==> src/hw/rtl/positional_ordered_list_core_assert.svh <==
// ----------------------------------------------------------------------------
// positional_ordered_list_core_assert.svh
// Assertion macros for the positional ordered list core
// ----------------------------------------------------------------------------
`ifndef POSITIONAL_ORDERED_LIST_CORE_ASSERT_SVH
`define POSITIONAL_ORDERED_LIST_CORE_ASSERT_SVH

`ifndef SYNTH

// same-cycle implication, checked outside reset
`define POL_ASSERT_SAME(label, clk, rst, ante, cons, msg) \
   label: assert property (@(posedge clk) disable iff (rst) (ante) |-> (cons)) \
      else $error(msg);

// next-cycle implication, checked outside reset
`define POL_ASSERT_NEXT(label, clk, rst, ante, cons, msg) \
   label: assert property (@(posedge clk) disable iff (rst) (ante) |=> (cons)) \
      else $error(msg);

`else

`define POL_ASSERT_SAME(label, clk, rst, ante, cons, msg)
`define POL_ASSERT_NEXT(label, clk, rst, ante, cons, msg)

`endif

`endif

==> src/hw/rtl/poslist_pkg.sv <==
// ----------------------------------------------------------------------------
// poslist_pkg
// Shared constants, operation codes and cell control type for the list core
// ----------------------------------------------------------------------------
package poslist_pkg;

   // list geometry
   localparam int CAPACITY = 64;
   localparam int DATA_W   = 32;
   localparam int POS_W    = 7;
   localparam int LEN_W    = 7;
   localparam int CNT_W    = $clog2(CAPACITY + 1);
   localparam int CMP_W    = (CNT_W > POS_W) ? CNT_W : POS_W;

   // read gather tree
   localparam int GRP_SIZE = 8;
   localparam int NUM_GRP  = (CAPACITY + GRP_SIZE - 1) / GRP_SIZE;

   // operation codes
   typedef enum logic [1:0] {
      OP_INSERT = 2'd0,
      OP_REMOVE = 2'd1,
      OP_READ   = 2'd2,
      OP_CLEAR  = 2'd3
   } op_type;

   // control broadcast to every cell
   typedef struct packed {
      logic              shift_up;
      logic              shift_down;
      logic              read_en;
      logic [CMP_W-1:0]  pos;
      logic [DATA_W-1:0] value;
   } cell_ctrl_type;

endpackage

==> src/hw/rtl/poslist_cell.sv <==
// ----------------------------------------------------------------------------
// poslist_cell
// One list slot: holds an entry, takes a neighbor's entry on a shift
// ----------------------------------------------------------------------------
module poslist_cell (
   input  logic                               clock,
   input  poslist_pkg::cell_ctrl_type         ctrl,
   input  logic [poslist_pkg::CMP_W-1:0]      cell_index,
   input  logic [poslist_pkg::DATA_W-1:0]     left_data,
   input  logic [poslist_pkg::DATA_W-1:0]     right_data,
   output logic [poslist_pkg::DATA_W-1:0]     data,
   output logic [poslist_pkg::DATA_W-1:0]     hit_data
);
   import poslist_pkg::*;

   logic [DATA_W-1:0] data_ff;
   logic [DATA_W-1:0] data_in;
   logic              at_pos;
   logic              past_pos;

   // where this slot sits relative to the target position
   assign at_pos   = (cell_index == ctrl.pos);
   assign past_pos = (cell_index > ctrl.pos);

   // insert opens a gap at the position, remove closes it
   always_comb begin
      data_in = data_ff;
      if (ctrl.shift_up) begin
         if (at_pos) begin
            data_in = ctrl.value;
         end else if (past_pos) begin
            data_in = left_data;
         end
      end else if (ctrl.shift_down) begin
         if (at_pos || past_pos) begin
            data_in = right_data;
         end
      end
   end

   always_ff @(posedge clock) begin
      data_ff <= data_in;
   end

   // entry data and read contribution to the gather tree
   assign data     = data_ff;
   assign hit_data = (ctrl.read_en && at_pos) ? data_ff : '0;

endmodule
==> config.mk <==
export PLATFORM = sky130hd
export DESIGN_NAME = poslist_cell
export DESIGN_NICKNAME = d
export VERILOG_FILES = /design/src/hw/rtl/positional_ordered_list_core_assert.svh /design/src/hw/rtl/poslist_pkg.sv /design/src/hw/rtl/poslist_cell.sv
export SDC_FILE = /design/constraint.sdc
export NUM_CORES = 1
export LEC_CHECK = 0
export ABC_CLOCK_PERIOD_IN_PS = 2700
export BUFFER_PORTS_ARGS = -buffer_cell sky130_fd_sc_hd__buf_4
export CELL_PAD_IN_SITES_DETAIL_PLACEMENT = 0
export CELL_PAD_IN_SITES_GLOBAL_PLACEMENT = 1
export CORE_MARGIN = 2
export CORE_UTILIZATION = 25
export DETAILED_ROUTE_END_ITERATION = 10
export GPL_ROUTABILITY_DRIVEN = 0
export PLACE_DENSITY_LB_ADDON = 0.1
export SYNTH_ARGS = -nofsm -noshare
export SYNTH_HDL_FRONTEND = slang
export SYNTH_SLANG_ARGS = --single-unit
==> constraint.sdc <==
create_clock -name clock -period 2.7 [get_ports clock]
set_clock_uncertainty 0.2 [all_clocks]
set_input_delay 0.135 -clock clock [delete_from_list [all_inputs] [get_ports clock]]
set_output_delay 0.135 -clock clock [all_outputs]
set_load 0.1 [all_outputs]
==> run metrics <==
status=completed; io pins=178; multi-input logic area=924.6 µm²; commonest non-fill, non-tap cell in the layout=buf_4; routed vias/inst=4.467; Worst Hold End=data[0]; post-synth cell types=21; post_cts resized=0; area of the die=0.008902 mm²; largest fanout on the critical path=48; total negative slack=0 ps; Mapped Cells=237; register area=960.9 µm²; largest net degree at the start of global routing=62; largest cells by area after synthesis=edfxtp_1 (47%), nand2_1 (12%), a31oi_1 (9.8%); Final nets=547; DR WL/cell=13.32 µm; net load switching power=0.0008629 W; layout cells sized above 1=44.73%; commonest cells after routing, fill and taps aside=buf_4 (183), nand2_1 (65); Critical Path End Type=output port; syn avg cell area=8.611 µm²; total global routing overflow=0; Post-Syn Area=0.002041 mm²; number of port buffers=177; Antenna Nets Post-Route=0; Slew HR=61.39%; Peak VDD IR=207.1 µV; area grow syn2layout=80.99%; Int Pwr=0.001070 W; Synth area leader=edfxtp_1; share of the clock period used by the worst path after layout=81.26%; met3 GRT Util=2.155%; logic gate share of total power=47.3%; Tmin final=2194 ps; hold path cells=2; Core Region=0.007807 mm²; CTS Hold Bufs=18; MaxCap Viol Count=0; synthesis warning total=0; Worst Hold Launch=ctrl[41]; global-route wire length before repair=10710 µm; switch share=44.65%; Worst-Margin Slew=579.1 ps; Yosys reg bits=32; Sink Count=32; Slew Limit Fails=0; WP data arrival=1860 ps; DR iter-0 viols=33; Die H=94.35 µm; Hold Path Class=input pin to register; grt peak-use layer=met2; total routed wirelength=7046 µm; H-tree levels=2; CTS clk-pin slew, worst paths=60 ps; area fraction of the dominant cell type after synthesis=47.09%; met1 usage=17.24%; pwr dens=523.3 mW/mm²; RSZ-0062 raised after global routing=false; TritonCTS clock tree=built; CP Launch Type=input pin; fin area=0.003694 mm²; fmax=0.4558 GHz; sequential share of power=34.8%; P_leak=1.882 nW; CP Class=input pin to output port; Pre-antenna DRT Iters=4; die width=94.35 µm; Ant. Diodes=0; Fillers=794; antenna violations before repair=0; Overall Global Routing Usage=15.38%; clock share of power=17.9%; vias after detailed routing=2363; Largest register FFs=32; sequential area share after synthesis=47.09%; Setup-failing EPs final=0; hpwl dp=5239 µm; Placed Area=0.003433 mm²; CTS root buf=clkbuf_8; final hold vios=0; initial core utilization=26.14%; Post-CTS Setup Repair Bufs=0; CP required=2370 ps; Max Buffers Root-to-Sink=2; GRT met2 Usage=29.46%; Worst setup startpoint=cell_index[6]; TritonCTS buffer count=5; Synthesized Nets=358; vias in the first global route=2275; num rows=32; DRC=0
[cells in the mapped netlist, drive strengths merged]
library cell	instances
o221ai	1
and4	2
nand2b	1
clkbuf	15
ha	7
buf	5
edfxtp	32
nand4	1
inv	7
o21a	1
a31oi	32
a21oi	2
nor2	32
o21ai	1
nand2	65
a211oi	1
and3	32
[layer usage]
layer / wire [µm] / part of all wire [%] / vias to the layer above
met5: 0 / 0 / -
met4: 102 / 1.4 / 0
met3: 456 / 6.5 / 8
met2: 3892 / 55 / 92
met1: 2596 / 37 / 1050
li1: - / - / 1213
[worst max-delay path by stage]
stage / to / depth (start not counted) / slack (ps)
floorplan: hit_data[10] / 7 / 390
global placement: data[27] / 7 / 500
detailed placement: data[5] / 7 / 460
CTS: hit_data[6] / 6 / 490
global route: hit_data[6] / 7 / 390
finish: hit_data[6] / 6 / 510
[cells by family (layout without fill, tap and decap cells)]
kind of cell | count (synthesis) | count (layout) | synth area share (%)
AND/OR/NAND/NOR | 133 | 133 | 29.25
AO/OA/AOI/OAI | 38 | 38 | 11.71
flip-flops | 32 | 32 | 47.09
buffers and inverters | 27 | 217 | 7.664
adder cells (fa/ha/maj) | 7 | 7 | 4.292
[cell type report]
| class | instances | area share (%) |
|---|---|---|
| timing repair buffer | 202 | 42.62 |
| sequential | 32 | 26.02 |
| multi-input combinational | 178 | 25.03 |
| tap | 102 | 3.455 |
| clock buffer | 7 | 2.066 |
| inverter | 7 | 0.7114 |
| clock inverter | 1 | 0.1016 |
[worst max-delay path, stage by stage]
cell,delay [ps]
buf_4,110
ha_1,290
and4_1,240
and4_4,560
and3_1,230
buf_4,290
[power by group through the flow]
stage / registers (W) / logic (W) / clock network, W
after CTS: 0.000675 / 0.000920 / 0.000359
after detailed placement: 0.000684 / 0.000898 / 0
after floorplan: 0.00120 / 0.000112 / 0
final: 0.000674 / 0.000913 / 0.000346
after global placement: 0.000683 / 0.000897 / 0
after global routing: 0.000682 / 0.000955 / 0.000377
[metrics by stage]
step           util, %  total power [W]  worst slack, ps  hold WS (ps)  cells
2_1_floorplan        -         0.001308            394.1         184.3    237
3_3_place_gp     43.97         0.001580            497.7         277.9    503
3_5_place_dp     43.97         0.001582            455.6         280.8    503
4_1_cts          47.31         0.001954            485.6        0.2276    529
5_1_grt          47.31         0.002014            394.5         2.007    529
6_report         47.31         0.001933            506.0        0.7151    529
Power figures use the tool's default switching activity.
